==> src/rtl/faar_pkg.sv <==
// Shared types and constants for the flat address aperture resolve block.
// Used by the channel interfaces and by every module under rtl/.
package faar_pkg;

  // Field widths.
  localparam int LANE_W      = 6;
  localparam int ADDR_W      = 64;
  localparam int WORD_W      = 32;
  localparam int LDS_BYTES_W = 17;
  localparam int PROD_W      = LANE_W + WORD_W;
  localparam int CFG_IDX_W   = 4;

  // Lanes per wavefront; lane numbers at or above this count are inactive.
  localparam int WAVE_LANES = 64;

  // Reset value of the local share size register.
  localparam logic [LDS_BYTES_W-1:0] LDS_BYTES_RESET = 17'h10000;

  // Non-canonical hole: address bits HOLE_HI..HOLE_LO must be all zero or all one.
  localparam int HOLE_HI = 63;
  localparam int HOLE_LO = 47;
  localparam logic [HOLE_HI-HOLE_LO:0] HOLE_ALL_ONES = 17'h1FFFF;

  // Depth of the queue between the front and back parts.
  localparam int QUEUE_DEPTH = 2;
  localparam int QPTR_W      = $clog2(QUEUE_DEPTH);
  localparam int QCNT_W      = $clog2(QUEUE_DEPTH + 1);

  // Configuration register indexes.
  typedef enum logic [CFG_IDX_W-1:0] {
    CFG_LDS_BASE       = 4'd0,
    CFG_LDS_LIMIT      = 4'd1,
    CFG_SCRATCH_BASE   = 4'd2,
    CFG_SCRATCH_LIMIT  = 4'd3,
    CFG_GPUVM_BASE     = 4'd4,
    CFG_GPUVM_LIMIT    = 4'd5,
    CFG_PRIV_ADJUST    = 4'd6,
    CFG_LDS_BYTES      = 4'd7
  } cfg_idx_t;

  // Segment codes as they appear on the result channel.
  typedef enum logic [1:0] {
    SEG_GLOBAL  = 2'd0,
    SEG_LDS     = 2'd1,
    SEG_PRIVATE = 2'd2,
    SEG_NONE    = 2'd3
  } seg_t;

  // Address class: the segments plus the two error classes.
  typedef enum logic [2:0] {
    CLS_GLOBAL  = 3'd0,
    CLS_LDS     = 3'd1,
    CLS_PRIVATE = 3'd2,
    CLS_NONE    = 3'd3,
    CLS_GPUVM   = 3'd4,
    CLS_HOLE    = 3'd5
  } cls_t;

  // Fault codes.
  typedef enum logic [2:0] {
    FLT_OK        = 3'd0,
    FLT_GPUVM     = 3'd1,
    FLT_HOLE      = 3'd2,
    FLT_STRADDLE  = 3'd3,
    FLT_LDS_RANGE = 3'd4,
    FLT_NO_ACTIVE = 3'd5
  } fault_t;

  // Configuration register file contents.
  typedef struct packed {
    logic [ADDR_W-1:0]      lds_base;
    logic [ADDR_W-1:0]      lds_limit;
    logic [ADDR_W-1:0]      scratch_base;
    logic [ADDR_W-1:0]      scratch_limit;
    logic [ADDR_W-1:0]      gpuvm_base;
    logic [ADDR_W-1:0]      gpuvm_limit;
    logic [ADDR_W-1:0]      priv_adjust;
    logic [LDS_BYTES_W-1:0] lds_bytes;
  } cfg_t;

  // One classified lane as it waits in the queue for the back part.
  typedef struct packed {
    logic              active;
    cls_t              cls;
    logic              last;
    logic [ADDR_W-1:0] addr;
    logic [ADDR_W-1:0] lds_addr;
    logic              lds_oor;
    logic [ADDR_W-1:0] priv_addr;
  } q_item_t;

endpackage

==> src/rtl/faar_if.sv <==
// Channel interfaces: lane input, result output and configuration write.
// Depends on faar_pkg for field widths.
interface faar_lane_if;
  import faar_pkg::*;
  logic              valid;
  logic              ready;
  logic [LANE_W-1:0] lane_number;
  logic              lane_active;
  logic [ADDR_W-1:0] flat_address;
  logic              last_lane;
  logic [WORD_W-1:0] wave_private_offset;
  logic [WORD_W-1:0] wave_lane_stride;

  modport source (output valid, lane_number, lane_active, flat_address, last_lane,
                  wave_private_offset, wave_lane_stride, input ready);
  modport sink (input valid, lane_number, lane_active, flat_address, last_lane,
                wave_private_offset, wave_lane_stride, output ready);
endinterface

interface faar_res_if;
  import faar_pkg::*;
  logic              valid;
  logic              ready;
  logic [1:0]        segment;
  logic [ADDR_W-1:0] segment_address;
  logic [2:0]        fault;
  logic              lane_done;

  modport source (output valid, segment, segment_address, fault, lane_done, input ready);
  modport sink (input valid, segment, segment_address, fault, lane_done, output ready);
endinterface

interface faar_cfg_if;
  import faar_pkg::*;
  logic                 valid;
  logic                 ready;
  logic [CFG_IDX_W-1:0] index;
  logic [ADDR_W-1:0]    data;

  modport source (output valid, index, data, input ready);
  modport sink (input valid, index, data, output ready);
endinterface

==> src/rtl/flat_address_aperture_resolve_core.sv <==
// Top level of the flat address aperture resolve block: configuration
// registers, front part, queue and back part.
// Depends on faar_pkg, faar_if, faar_front, faar_queue and faar_back.
//
//   channel  direction  handshake      content
//   lane_in  in         valid/ready    one lane address with active and last marks
//   res_out  out        valid/ready    segment, translated address, fault, lane done
//   cfg      in         valid/ready    register index and 64-bit write data
//
// One lane is taken every cycle while the front stage can move into the queue.
// The pace is set by the front register (aperture compares, local share offset and
// lane product), whose private address sum completes on the way into a two-entry queue.
// Reset clears the chosen segment, the queue and the result valid flag and
// loads the register defaults. A stalled result stalls the back part alone
// until the queue fills; the front then holds its stage and lowers ready.
module flat_address_aperture_resolve_core (
  input  logic clk,
  input  logic rst,
  faar_lane_if.sink   lane_in,
  faar_res_if.source  res_out,
  faar_cfg_if.sink    cfg
);
  import faar_pkg::*;

  cfg_t    cfg_regs;
  logic    q_can_push;
  logic    q_push;
  q_item_t q_data;
  logic    q_pop;
  logic    q_not_empty;
  q_item_t q_head;

  // Configuration writes are always taken.
  assign cfg.ready = 1'b1;

  always_ff @(posedge clk) begin
    if (rst) begin
      cfg_regs.lds_base      <= '0;
      cfg_regs.lds_limit     <= '0;
      cfg_regs.scratch_base  <= '0;
      cfg_regs.scratch_limit <= '0;
      cfg_regs.gpuvm_base    <= '0;
      cfg_regs.gpuvm_limit   <= '0;
      cfg_regs.priv_adjust   <= '0;
      cfg_regs.lds_bytes     <= LDS_BYTES_RESET;
    end else if (cfg.valid) begin
      case (cfg.index)
        CFG_LDS_BASE:      cfg_regs.lds_base      <= cfg.data;
        CFG_LDS_LIMIT:     cfg_regs.lds_limit     <= cfg.data;
        CFG_SCRATCH_BASE:  cfg_regs.scratch_base  <= cfg.data;
        CFG_SCRATCH_LIMIT: cfg_regs.scratch_limit <= cfg.data;
        CFG_GPUVM_BASE:    cfg_regs.gpuvm_base    <= cfg.data;
        CFG_GPUVM_LIMIT:   cfg_regs.gpuvm_limit   <= cfg.data;
        CFG_PRIV_ADJUST:   cfg_regs.priv_adjust   <= cfg.data;
        CFG_LDS_BYTES:     cfg_regs.lds_bytes     <= cfg.data[LDS_BYTES_W-1:0];
        default: begin
        end
      endcase
    end
  end

  // Classification and precomputed translations.
  faar_front u_front (
    .clk        (clk),
    .rst        (rst),
    .cfg_regs   (cfg_regs),
    .lane_in    (lane_in),
    .q_can_push (q_can_push),
    .q_push     (q_push),
    .q_data     (q_data)
  );

  // Decoupling queue.
  faar_queue u_queue (
    .clk       (clk),
    .rst       (rst),
    .push      (q_push),
    .push_data (q_data),
    .can_push  (q_can_push),
    .pop       (q_pop),
    .not_empty (q_not_empty),
    .head      (q_head)
  );

  // Segment tracking and result register.
  faar_back u_back (
    .clk         (clk),
    .rst         (rst),
    .q_not_empty (q_not_empty),
    .q_head      (q_head),
    .q_pop       (q_pop),
    .res_out     (res_out)
  );

endmodule

==> src/rtl/faar_front.sv <==
// Front part: accepts lanes, classifies the address against the apertures and
// precomputes both translations. Depends on faar_pkg and faar_if.
module faar_front (
  input  logic              clk,
  input  logic              rst,
  input  faar_pkg::cfg_t    cfg_regs,
  faar_lane_if.sink         lane_in,
  input  logic              q_can_push,
  output logic              q_push,
  output faar_pkg::q_item_t q_data
);
  import faar_pkg::*;

  // First stage registers.
  logic                 s1_valid;
  logic                 s1_active;
  cls_t                 s1_cls;
  logic                 s1_last;
  logic [ADDR_W-1:0]    s1_addr;
  logic [ADDR_W-1:0]    s1_lds_addr;
  logic [PROD_W-1:0]    s1_prod;
  logic [ADDR_W-1:0]    s1_off_adj;

  logic                 take;
  logic                 active_eff;
  cls_t                 cls_now;
  logic [HOLE_HI-HOLE_LO:0] top_bits;
  logic                 in_lds;
  logic                 in_scratch;
  logic                 in_gpuvm;
  logic [ADDR_W-1:0]    lds_addr_cmp;

  // A lane enters when the stage is empty or its content moves into the queue.
  assign lane_in.ready = !s1_valid || q_can_push;
  assign take          = lane_in.valid && lane_in.ready;

  // Aperture and hole classification, tested in priority order.
  always_comb begin
    top_bits   = lane_in.flat_address[HOLE_HI:HOLE_LO];
    in_lds     = (cfg_regs.lds_base <= lane_in.flat_address) &&
                 (lane_in.flat_address <= cfg_regs.lds_limit);
    in_scratch = (cfg_regs.scratch_base <= lane_in.flat_address) &&
                 (lane_in.flat_address <= cfg_regs.scratch_limit);
    in_gpuvm   = (cfg_regs.gpuvm_base <= lane_in.flat_address) &&
                 (lane_in.flat_address <= cfg_regs.gpuvm_limit);
    if (in_lds) begin
      cls_now = CLS_LDS;
    end else if (in_scratch) begin
      cls_now = CLS_PRIVATE;
    end else if (in_gpuvm) begin
      cls_now = CLS_GPUVM;
    end else if (top_bits != '0 && top_bits != HOLE_ALL_ONES) begin
      cls_now = CLS_HOLE;
    end else begin
      cls_now = CLS_GLOBAL;
    end
    active_eff = lane_in.lane_active && (int'(lane_in.lane_number) < WAVE_LANES);
  end

  // Stage one valid flag.
  always_ff @(posedge clk) begin
    if (rst) begin
      s1_valid <= 1'b0;
    end else if (lane_in.ready) begin
      s1_valid <= take;
    end
  end

  // Stage one payload: class, local share offset, lane product, offset sum.
  always_ff @(posedge clk) begin
    if (take) begin
      s1_active   <= active_eff;
      s1_cls      <= cls_now;
      s1_last     <= lane_in.last_lane;
      s1_addr     <= lane_in.flat_address;
      s1_lds_addr <= lane_in.flat_address - cfg_regs.lds_base;
      s1_prod     <= PROD_W'(lane_in.lane_number) * PROD_W'(lane_in.wave_lane_stride);
      s1_off_adj  <= ADDR_W'(lane_in.wave_private_offset) + cfg_regs.priv_adjust;
    end
  end

  // Second step: finish the private sum and the local share range check.
  assign lds_addr_cmp = ADDR_W'(cfg_regs.lds_bytes);
  assign q_push       = s1_valid && q_can_push;

  always_comb begin
    q_data.active    = s1_active;
    q_data.cls       = s1_cls;
    q_data.last      = s1_last;
    q_data.addr      = s1_addr;
    q_data.lds_addr  = s1_lds_addr;
    q_data.lds_oor   = (s1_lds_addr >= lds_addr_cmp);
    q_data.priv_addr = s1_addr + ADDR_W'(s1_prod) + s1_off_adj;
  end

endmodule

==> src/rtl/faar_queue.sv <==
// Short queue between the front and back parts.
// Depends on faar_pkg for the entry type and depth.
module faar_queue (
  input  logic              clk,
  input  logic              rst,
  input  logic              push,
  input  faar_pkg::q_item_t push_data,
  output logic              can_push,
  input  logic              pop,
  output logic              not_empty,
  output faar_pkg::q_item_t head
);
  import faar_pkg::*;

  q_item_t           entries [QUEUE_DEPTH];
  logic [QPTR_W-1:0] wr_ptr;
  logic [QPTR_W-1:0] rd_ptr;
  logic [QCNT_W-1:0] count;

  assign can_push  = (count != QCNT_W'(QUEUE_DEPTH));
  assign not_empty = (count != '0);
  assign head      = entries[rd_ptr];

  // Pointers and fill count.
  always_ff @(posedge clk) begin
    if (rst) begin
      wr_ptr <= '0;
      rd_ptr <= '0;
      count  <= '0;
    end else begin
      if (push) begin
        wr_ptr <= (wr_ptr == QPTR_W'(QUEUE_DEPTH - 1)) ? '0 : wr_ptr + 1'b1;
      end
      if (pop) begin
        rd_ptr <= (rd_ptr == QPTR_W'(QUEUE_DEPTH - 1)) ? '0 : rd_ptr + 1'b1;
      end
      if (push && !pop) begin
        count <= count + 1'b1;
      end else if (pop && !push) begin
        count <= count - 1'b1;
      end
    end
  end

  // Entry storage.
  always_ff @(posedge clk) begin
    if (push) begin
      entries[wr_ptr] <= push_data;
    end
  end

endmodule

==> src/rtl/faar_back.sv <==
// Back part: tracks the segment chosen for the current access, applies the
// straddle rules, picks the translated address and holds the result register.
// Depends on faar_pkg and faar_if.
module faar_back (
  input  logic              clk,
  input  logic              rst,
  input  logic              q_not_empty,
  input  faar_pkg::q_item_t q_head,
  output logic              q_pop,
  faar_res_if.source        res_out
);
  import faar_pkg::*;

  seg_t              chosen;
  seg_t              chosen_next;
  logic              out_valid;
  seg_t              seg_r;
  logic [ADDR_W-1:0] addr_r;
  fault_t            fault_r;
  logic              done_r;

  seg_t              seg_c;
  logic [ADDR_W-1:0] addr_c;
  fault_t            fault_c;

  // Take the head of the queue when the result register is free or draining.
  assign q_pop = q_not_empty && (!out_valid || res_out.ready);

  // Segment decision and translation for the head lane.
  always_comb begin
    seg_c       = SEG_NONE;
    addr_c      = q_head.addr;
    fault_c     = FLT_OK;
    chosen_next = chosen;
    if (q_head.active) begin
      if (chosen == SEG_NONE) begin
        if (q_head.cls == CLS_GPUVM) begin
          fault_c = FLT_GPUVM;
        end else if (q_head.cls == CLS_HOLE) begin
          fault_c = FLT_HOLE;
        end else begin
          chosen_next = seg_t'(q_head.cls[1:0]);
        end
      end else if (q_head.cls != cls_t'({1'b0, chosen})) begin
        fault_c = FLT_STRADDLE;
        seg_c   = chosen;
      end
      if (fault_c == FLT_OK) begin
        seg_c = chosen_next;
        case (chosen_next)
          SEG_LDS: begin
            addr_c = q_head.lds_addr;
            if (q_head.lds_oor) begin
              fault_c = FLT_LDS_RANGE;
            end
          end
          SEG_PRIVATE: begin
            addr_c = q_head.priv_addr;
          end
          default: begin
            addr_c = q_head.addr;
          end
        endcase
      end
    end else if (q_head.last && chosen == SEG_NONE) begin
      fault_c = FLT_NO_ACTIVE;
    end
    if (q_head.last) begin
      chosen_next = SEG_NONE;
    end
  end

  // Chosen segment and result valid flag.
  always_ff @(posedge clk) begin
    if (rst) begin
      chosen    <= SEG_NONE;
      out_valid <= 1'b0;
    end else begin
      if (q_pop) begin
        chosen <= chosen_next;
      end
      if (q_pop) begin
        out_valid <= 1'b1;
      end else if (res_out.ready) begin
        out_valid <= 1'b0;
      end
    end
  end

  // Result payload register.
  always_ff @(posedge clk) begin
    if (q_pop) begin
      seg_r   <= seg_c;
      addr_r  <= addr_c;
      fault_r <= fault_c;
      done_r  <= q_head.last;
    end
  end

  assign res_out.valid           = out_valid;
  assign res_out.segment         = seg_r;
  assign res_out.segment_address = addr_r;
  assign res_out.fault           = fault_r;
  assign res_out.lane_done       = done_r;

endmodule
==> src/flat_wrapper.sv <==
// flat-port wrapper written by rule: the top's interface ports become plain ports
module flat_address_aperture_resolve_core_flat import faar_pkg::*;
  (clk, rst, lane_in_valid, lane_in_lane_number, lane_in_lane_active, lane_in_flat_address, lane_in_last_lane, lane_in_wave_private_offset, lane_in_wave_lane_stride, lane_in_ready, res_out_valid, res_out_segment, res_out_segment_address, res_out_fault, res_out_lane_done, res_out_ready, cfg_valid, cfg_index, cfg_data, cfg_ready);
  faar_lane_if lane_in_i ();
  faar_res_if res_out_i ();
  faar_cfg_if cfg_i ();
  input  logic clk;
  input  logic rst;
  input wire logic [$bits(lane_in_i.valid)-1:0] lane_in_valid;
  input wire logic [$bits(lane_in_i.lane_number)-1:0] lane_in_lane_number;
  input wire logic [$bits(lane_in_i.lane_active)-1:0] lane_in_lane_active;
  input wire logic [$bits(lane_in_i.flat_address)-1:0] lane_in_flat_address;
  input wire logic [$bits(lane_in_i.last_lane)-1:0] lane_in_last_lane;
  input wire logic [$bits(lane_in_i.wave_private_offset)-1:0] lane_in_wave_private_offset;
  input wire logic [$bits(lane_in_i.wave_lane_stride)-1:0] lane_in_wave_lane_stride;
  output wire logic [$bits(lane_in_i.ready)-1:0] lane_in_ready;
  output wire logic [$bits(res_out_i.valid)-1:0] res_out_valid;
  output wire logic [$bits(res_out_i.segment)-1:0] res_out_segment;
  output wire logic [$bits(res_out_i.segment_address)-1:0] res_out_segment_address;
  output wire logic [$bits(res_out_i.fault)-1:0] res_out_fault;
  output wire logic [$bits(res_out_i.lane_done)-1:0] res_out_lane_done;
  input wire logic [$bits(res_out_i.ready)-1:0] res_out_ready;
  input wire logic [$bits(cfg_i.valid)-1:0] cfg_valid;
  input wire logic [$bits(cfg_i.index)-1:0] cfg_index;
  input wire logic [$bits(cfg_i.data)-1:0] cfg_data;
  output wire logic [$bits(cfg_i.ready)-1:0] cfg_ready;
  assign lane_in_i.valid = lane_in_valid;
  assign lane_in_i.lane_number = lane_in_lane_number;
  assign lane_in_i.lane_active = lane_in_lane_active;
  assign lane_in_i.flat_address = lane_in_flat_address;
  assign lane_in_i.last_lane = lane_in_last_lane;
  assign lane_in_i.wave_private_offset = lane_in_wave_private_offset;
  assign lane_in_i.wave_lane_stride = lane_in_wave_lane_stride;
  assign lane_in_ready = lane_in_i.ready;
  assign res_out_valid = res_out_i.valid;
  assign res_out_segment = res_out_i.segment;
  assign res_out_segment_address = res_out_i.segment_address;
  assign res_out_fault = res_out_i.fault;
  assign res_out_lane_done = res_out_i.lane_done;
  assign res_out_i.ready = res_out_ready;
  assign cfg_i.valid = cfg_valid;
  assign cfg_i.index = cfg_index;
  assign cfg_i.data = cfg_data;
  assign cfg_ready = cfg_i.ready;
  flat_address_aperture_resolve_core u_core (.clk(clk), .rst(rst), .lane_in(lane_in_i), .res_out(res_out_i), .cfg(cfg_i));
endmodule
==> config.mk <==
export PLATFORM = sky130hd
export DESIGN_NAME = flat_address_aperture_resolve_core_flat
export DESIGN_NICKNAME = d
export VERILOG_FILES = /design/src/rtl/faar_pkg.sv /design/src/rtl/faar_if.sv /design/src/rtl/flat_address_aperture_resolve_core.sv /design/src/rtl/faar_front.sv /design/src/rtl/faar_queue.sv /design/src/rtl/faar_back.sv /design/src/flat_wrapper.sv
export SDC_FILE = /design/constraint.sdc
export NUM_CORES = 2
export LEC_CHECK = 0
export ABC_CLOCK_PERIOD_IN_PS = 9900
export BUFFER_PORTS_ARGS = -buffer_cell sky130_fd_sc_hd__clkbuf_2
export CAP_MARGIN = 20
export CORE_MARGIN = 4
export CORE_UTILIZATION = 49
export CTS_CLUSTER_SIZE = 16
export DETAILED_ROUTE_END_ITERATION = 10
export HOLD_SLACK_MARGIN = 0.03
export PLACE_DENSITY_LB_ADDON = 0.08
export SLEW_MARGIN = 15
export SYNTH_ARGS = -nofsm -noshare
export SYNTH_HDL_FRONTEND = slang
export SYNTH_SLANG_ARGS = --single-unit
==> constraint.sdc <==
create_clock -name clk -period 9.9 [get_ports clk]
set_input_delay 0.495 -clock clk [delete_from_list [all_inputs] [get_ports clk]]
set_output_delay 0.495 -clock clk [all_outputs]
set_load 0.1 [all_outputs]
# Yosys cells after proc, flatten, opt, wreduce, memory -nomap -nowiden
# Memory sizes are Yosys's and may differ from the RTL's. A register that Yosys moved wholly into a read port is not among the register bits.
# Index checks and enable logic that the tools add are counted.
op_classes:
  reduce_logical: 33
  mux: 35
  addsub: 8
  n_eq_ne: 15
  multipliers: 1
  n_lt_le_gt_ge: 7
ops:
  columns: ["operator", "n"]
  rows:
  - ["less-or-equal comparator 64 bit", 6]
  - ["2-to-1 mux 64 bit", 2]
  - ["case mux 64 bit (2 select lines)", 1]
  - ["adder 32 x 64 -> 64 bit", 1]
  - ["adder 64 x 38 -> 64 bit", 1]
  - ["adder 64 bit", 1]
  - ["greater-or-equal comparator 64 x 17 -> 1 bit", 1]
  - ["subtractor 64 bit", 1]
  - ["multiplier 6 x 32 -> 38 bit", 1]
  - ["2-to-1 mux 2 bit", 15]
  - ["2-to-1 mux 3 bit", 9]
  - ["AND reduction 2 bit", 9]
  - ["!= test 17 bit, second input constant", 1]
  - ["nonzero test 17 bit", 1]
  - ["equality test 4 x 3 -> 1 bit, second input constant", 4]
  - ["logical AND 1 bit", 10]
  - ["equality test 4 x 2 -> 1 bit, second input constant", 2]
  - ["2-to-1 mux 1 bit", 8]
  - ["nonzero test 2 bit", 4]
  - ["equality test 3 bit, second input constant", 2]
  - ["equality test 2 bit, second input constant", 2]
  - ["equality test 4 x 1 -> 1 bit, second input constant", 1]
  - ["logical NOT 1 bit", 4]
  - ["logical NOT 4 bit", 1]
  - ["9 further kinds", 11]
word_totals:
  n_memories: 1
  mem_bits_rw: 396
  in_bits: 209
  regBits: 778
  wordCells: 126
  out_inout_bits: 73
memory_table:
  columns: ["memory", "words", "width", "rd", "rd_ports_with_merged_regs", "write_ports", "line", "source"]
  rows:
  - ["u_core.u_queue.entries", 2, 198, 1, 1, 1, "faar_queue.sv:15", "q_item_t entries [QUEUE_DEPTH];"]

# Depth between registers and ports, before layout
logic_depth:
  ltp_word: 9
  mapped_depth: 20
  depth_no_buf: 19

# Hierarchy
# Synthesis repeated with hierarchy kept, for this count alone.
unflattened:
  cells_unflattened: 6189
  area_unflattened_um2: 69739.4
modules_own_cells:
  columns: ["module", "cells_per_inst", "seq_area_each_um2", "area_each_um2", "instances"]
  rows:
  - ["faar_front", 3664, 7076.8, 32660.1, 1]
  - ["flat_address_aperture_resolve_core", 1600, 9308.9, 18006.0, 1]
  - ["faar_queue", 638, 11991.5, 14908.0, 1]
  - ["faar_back", 287, 2162.1, 4165.2, 1]

# Worst setup path after synthesis
# No wires, ideal clock.
synth_timing:
  path_type: "reg2reg"
  startpoint: "register u_core.u_queue.count[0]"
  endpoint: "memory u_core.u_queue.entries[0][0] (netlist bit) (enable)"
  setup_time_ns: 0.759
  required_time_ns: 9.141
  synth_period_minus_slack_ns: 9.584
  path_stages_with_launch: 4
  n_path_buf: 0
  arrival_ns: 8.825
  path_slack_ns: 0.316
  cell_sequence: "dfxtp_1 -> nand2b_1 -> nand2_1 -> nor2_1"
synth_via:
  elab_chain_len: 4
synth_rtl:
  columns: ["element", "line", "source"]
  rows:
  - ["start: declaration", "faar_queue.sv:18", "logic [QCNT_W-1:0] count;"]
  - ["start signal: assignment", "faar_queue.sv:38", "count <= count + 1'b1;"]
  - ["start signal: assignment", "faar_queue.sv:40", "count <= count - 1'b1;"]
  - ["!= test 2 bit", "faar_queue.sv:20", "assign can_push = (count != QCNT_W'(QUEUE_DEPTH));"]
  - ["logical AND 1 bit", "faar_front.sv:84", "assign q_push = s1_valid && q_can_push;"]
  - ["2-to-1 mux 1 bit", "faar_queue.sv:47", "if (push) begin"]
  - ["2-to-1 mux 1 bit (implied by the code)", "faar_queue.sv:48", "entries[wr_ptr] <= push_data;"]
  - ["end: declaration", "faar_queue.sv:15", null]
# Every way passes these cells.

# Final worst setup path
layout_timing:
  startpoint: "input port lane_in_lane_number[2]"
  endpoint: "register u_core.u_front.s1_prod[37], data pin"
layout_via:
  elab_chain_len: 1
layout_rtl:
  columns: ["element", "line", "source"]
  rows:
  - ["start: declaration", "flat_wrapper.sv:10", "input wire logic [$bits(lane_in_i.lane_number)-1:0] lane_in_lane_number;"]
  - ["multiplier 6 x 32 -> 38 bit", "faar_front.sv:77", "s1_prod <= PROD_W'(lane_in.lane_number) * PROD_W'(lane_in.wave_lane_stride);"]
  - ["end signal: assignment", "faar_front.sv:77", null]
  - ["end: declaration", "faar_front.sv:21", "logic [PROD_W-1:0] s1_prod;"]
# Every way passes these cells.
# A chain may end at the register's enable or synchronous reset.

==> out/qor.yml <==
cts-root-buf: "clkbuf_16"
fin_crit_ns: 5.12
p_leak_nw: 28.7
yosysWarnings: 0
syn-cell-area_um2: 66200
yosysSeqAreaShare: 0.461
setup_violations: 0
row_count: 134
htree_levels: 4
postSynthCellCount: 6624
die_w_um: 376
ant_nets: 0
hold_viol: 0
max_freq_ghz: 0.195
cts_tree: "yes"
start_kind: "input pin"
cts_buffers: 134
drive_gt1_frac: 0.0991
ys_seq_elements: 1175
drt_wl_total_mm: 185
ys_async_sr_fraction: 0
fin_crit_sh: 0.517
grtUsageTotal: 0.259
dr.pass1.iters: 6
coreArea_um2: 134000
antenna_found_initial: 5
clockPowerShare: 0.279
status: "complete, no violations"
use_met2: 0.376
synth-edff-count: 701
place_congestion: 0.892
switching_power_w: 0.00650
p_per_area_nw_per_um2: 237
grtUsageMet3: 0.0368
ir_worst_vdd_uv: 203
dieArea_um2: 141000
p_comb_frac: 0.346
ios: 282
worst_slack_ns: 4.78
grt_max_degree: 193
grt.busiest_layer: "met1"
dp.cells: 8404
final.setup_skew_ns: 0.0222
drt_iter0_markers: 4178
cts_sinks: 1175
drv_slew: 0
clk_pin_slew_ns: 0.06
cap_viol_max_count: 0
initial_utilization: 0.495
rsz0062_at_grt: "false"
yosysUniqueCellTypes: 84
clk_latency_ns: 0.76
tightest_slew_ns: 1.10
syn_avg_cell_area_um2: 10.0
relSlewSlack: 0.266
vias_per_cell: 5.64
grt_pass1_vias: 46529
pre_cts_slack_ns: 4.07
setup_tns_ns: 0
final_cells: 8651
numPortBuffers: 280
switching_share: 0.374
critPathMaxFanout: 32
overflow: 0
fill_cells: 12030
drc: 0
syn2layout_area_growth_pct: 10.8
wl_per_cell_um: 21.4
synthFlopType: "edfxtp_1"
worst_ep_required_time_ns: 10.40
dp_hpwl_mm: 137
nNetsFinal: 7717
seqPwrFrac: 0.375
hold_class: "in -> reg"
clk_path_buf_depth: 3
worstSetupPathType: "in -> reg"
cp-end-kind: "register"
intPower_w: 0.0109
worst_ep_arrival_time_ns: 5.62
mappedNetlistNets: 7564
dieHeight_um: 376
grt_pass1_wl_mm: 280
route.vias.total: 48795
grtUsageMet1: 0.402
==> power groups by stage <==
stage	sequential [W]	combinational, W	clock, W
after floorplan	0.00749	0.00350	0
after global placement	0.00662	0.00594	0
after detailed placement	0.00663	0.00599	0
after CTS	0.00653	0.00602	0.00495
after global routing	0.00658	0.00657	0.00514
final	0.00652	0.00602	0.00485
==> cells in the final DEF (no fill, tap or decap), drive strengths merged, types with 10 or more instances in the layout <==
cell and instances:
nand3 54, nor2 129, mux2 132, nand2 1071, nor3 39, nand3b 12, fa 162, o21bai 35
and2 201, dfxtp 474, and4 11, xnor2 129, nand4 128, o21ai 168, a221oi 10, a211oi 85
a21o 271, o21a 23, ha 569, or3 14, a31oi 25, clkbuf 474, edfxtp 701, nor2b 111
a22oi 65, buf 35, nand2b 41, a21oi 823, inv 567, clkinv 36, and3 28, o211ai 16
xor2 85, nor4 32
==> critical path: stages <==
cell	delay (ns)
clkbuf_2	0.38
and2_1	0.31
fa_1	0.53
inv_1	0.05
fa_1	0.47
fa_1	0.55
inv_1	0.04
ha_1	0.32
nor2b_1	0.15
o31a_1	0.27
nor3_1	0.43
o211ai_1	0.28
a211oi_1	0.40
o31ai_1	0.18
a21oi_1	0.17
o21ai_0	0.13
a21o_1	0.20
a21oi_1	0.17
xnor2_1	0.08
==> worst paths after layout <==
check                                               start                             to  slack, ns  cells past startpoint
worst max-delay path               lane_in_lane_number[2]     u_core.u_front.s1_prod[37]       4.78                     19
worst min-delay path                         cfg_data[27]           u_core.cfg_regs[300]       0.10                      3
worst max register to register  u_core.u_front.s1_addr[3]  u_core.u_queue.entries[0][59]       4.93                     13
worst min register to register       u_core.cfg_regs[391]           u_core.cfg_regs[391]       0.45                      2
==> synthesized netlist by cell type, types with 7 or more instances <==
cell type,instances,share of area
a211o_1,7,0.00093
a211oi_1,85,0.0096
a21o_1,271,0.031
a21oi_1,823,0.062
a221oi_1,9,0.0012
a22oi_1,65,0.0074
a31o_2,9,0.0012
a31oi_1,25,0.0024
and2_1,201,0.019
and3_1,28,0.0026
and4_1,11,0.0015
buf_1,21,0.0012
buf_4,18,0.0020
clkbuf_1,258,0.015
dfxtp_1,474,0.14
edfxtp_1,701,0.32
fa_1,162,0.049
ha_1,569,0.11
inv_1,562,0.032
mux2_2,132,0.022
nand2_1,1071,0.061
nand2b_1,40,0.0038
nand3_1,54,0.0041
nand3b_1,11,0.0012
nand4_1,128,0.012
nor2_1,129,0.0073
nor2b_1,110,0.010
nor3_1,39,0.0029
nor3b_1,9,0.0010
nor4_1,32,0.0030
o211ai_1,15,0.0017
o21a_1,22,0.0025
o21ai_0,158,0.012
o21ai_1,8,0.00060
o21bai_1,35,0.0040
or3_1,13,0.0012
or4_1,9,0.0010
xnor2_1,129,0.017
xor2_1,85,0.011
==> sequential cells by signal, summed over array words and instances, names as in the netlist, named ones only <==
register,count
u_core.u_front.s1_cls,3
u_core.u_queue.wr_ptr,1
u_core.u_front.s1_off_adj,64
u_core.u_queue.entries,396
u_core.u_queue.count,2
u_core.u_queue.rd_ptr,1
u_core.u_front.s1_lds_addr,64
u_core.u_front.s1_active,1
u_core.u_back.res_out.fault,3
u_core.u_back.chosen,2
u_core.cfg_regs,465
u_core.u_back.res_out.valid,1
u_core.u_front.s1_valid,1
u_core.u_front.s1_addr,64
u_core.u_back.res_out.lane_done,1
u_core.u_front.s1_prod,38
u_core.u_back.res_out.segment,2
u_core.u_front.s1_last,1
u_core.u_back.res_out.segment_address,64
==> per-stage QoR <==
stage | hold WS, ns | total power, W | area (um^2) | utilization
after floorplan | 0.421 | 0.0110 | 66200 | -
after global placement | 0.427 | 0.0126 | 69000 | 0.516
after detailed placement | 0.433 | 0.0126 | 69000 | 0.516
after CTS | 0.0411 | 0.0175 | 73400 | 0.548
after global routing | 0.0769 | 0.0183 | 73400 | 0.548
final | 0.100 | 0.0174 | 73400 | 0.548
==> cell families after synthesis <==
kind of cell | count (synthesis) | synth area share
other cells | 1 | 0.0000566
simple gates | 1906 | 0.135
fa+ha+maj | 731 | 0.156
xor+xnor | 214 | 0.0283
mux | 136 | 0.0231
flops | 1175 | 0.461
buf+inv | 863 | 0.0500
compound gates | 1598 | 0.146
==> repair_timing <==
action,CTS,global route
endpoints found under the setup margin,0,0
resized for setup,0,0
hold buffers,4,0
endpoints found under the hold margin,4,0
buffers inserted,0,0
==> layer usage <==
| metal | routed length (um) | part of all wire |
|---|---|---|
| met1 | 90800 | 0.49 |
| met2 | 77600 | 0.42 |
| met3 | 12200 | 0.066 |
| met4 | 4590 | 0.025 |
| met5 | 0 | 0 |
==> layout make-up <==
cell class | instances | area (um^2) | area share
Timing Repair Buffer | 318 | 1740 | 0.0237
Multi-Input combinational cell | 4586 | 32400 | 0.442
Sequential cell | 1175 | 30500 | 0.416
Tap cell | 1768 | 2210 | 0.0301
Clock buffer | 195 | 3870 | 0.0527
Antenna cell | 2 | 5.00 | 0.0000682
Inverter | 562 | 2110 | 0.0288
Clock inverter | 45 | 449 | 0.00612
(Power assumes the default switching activity.)
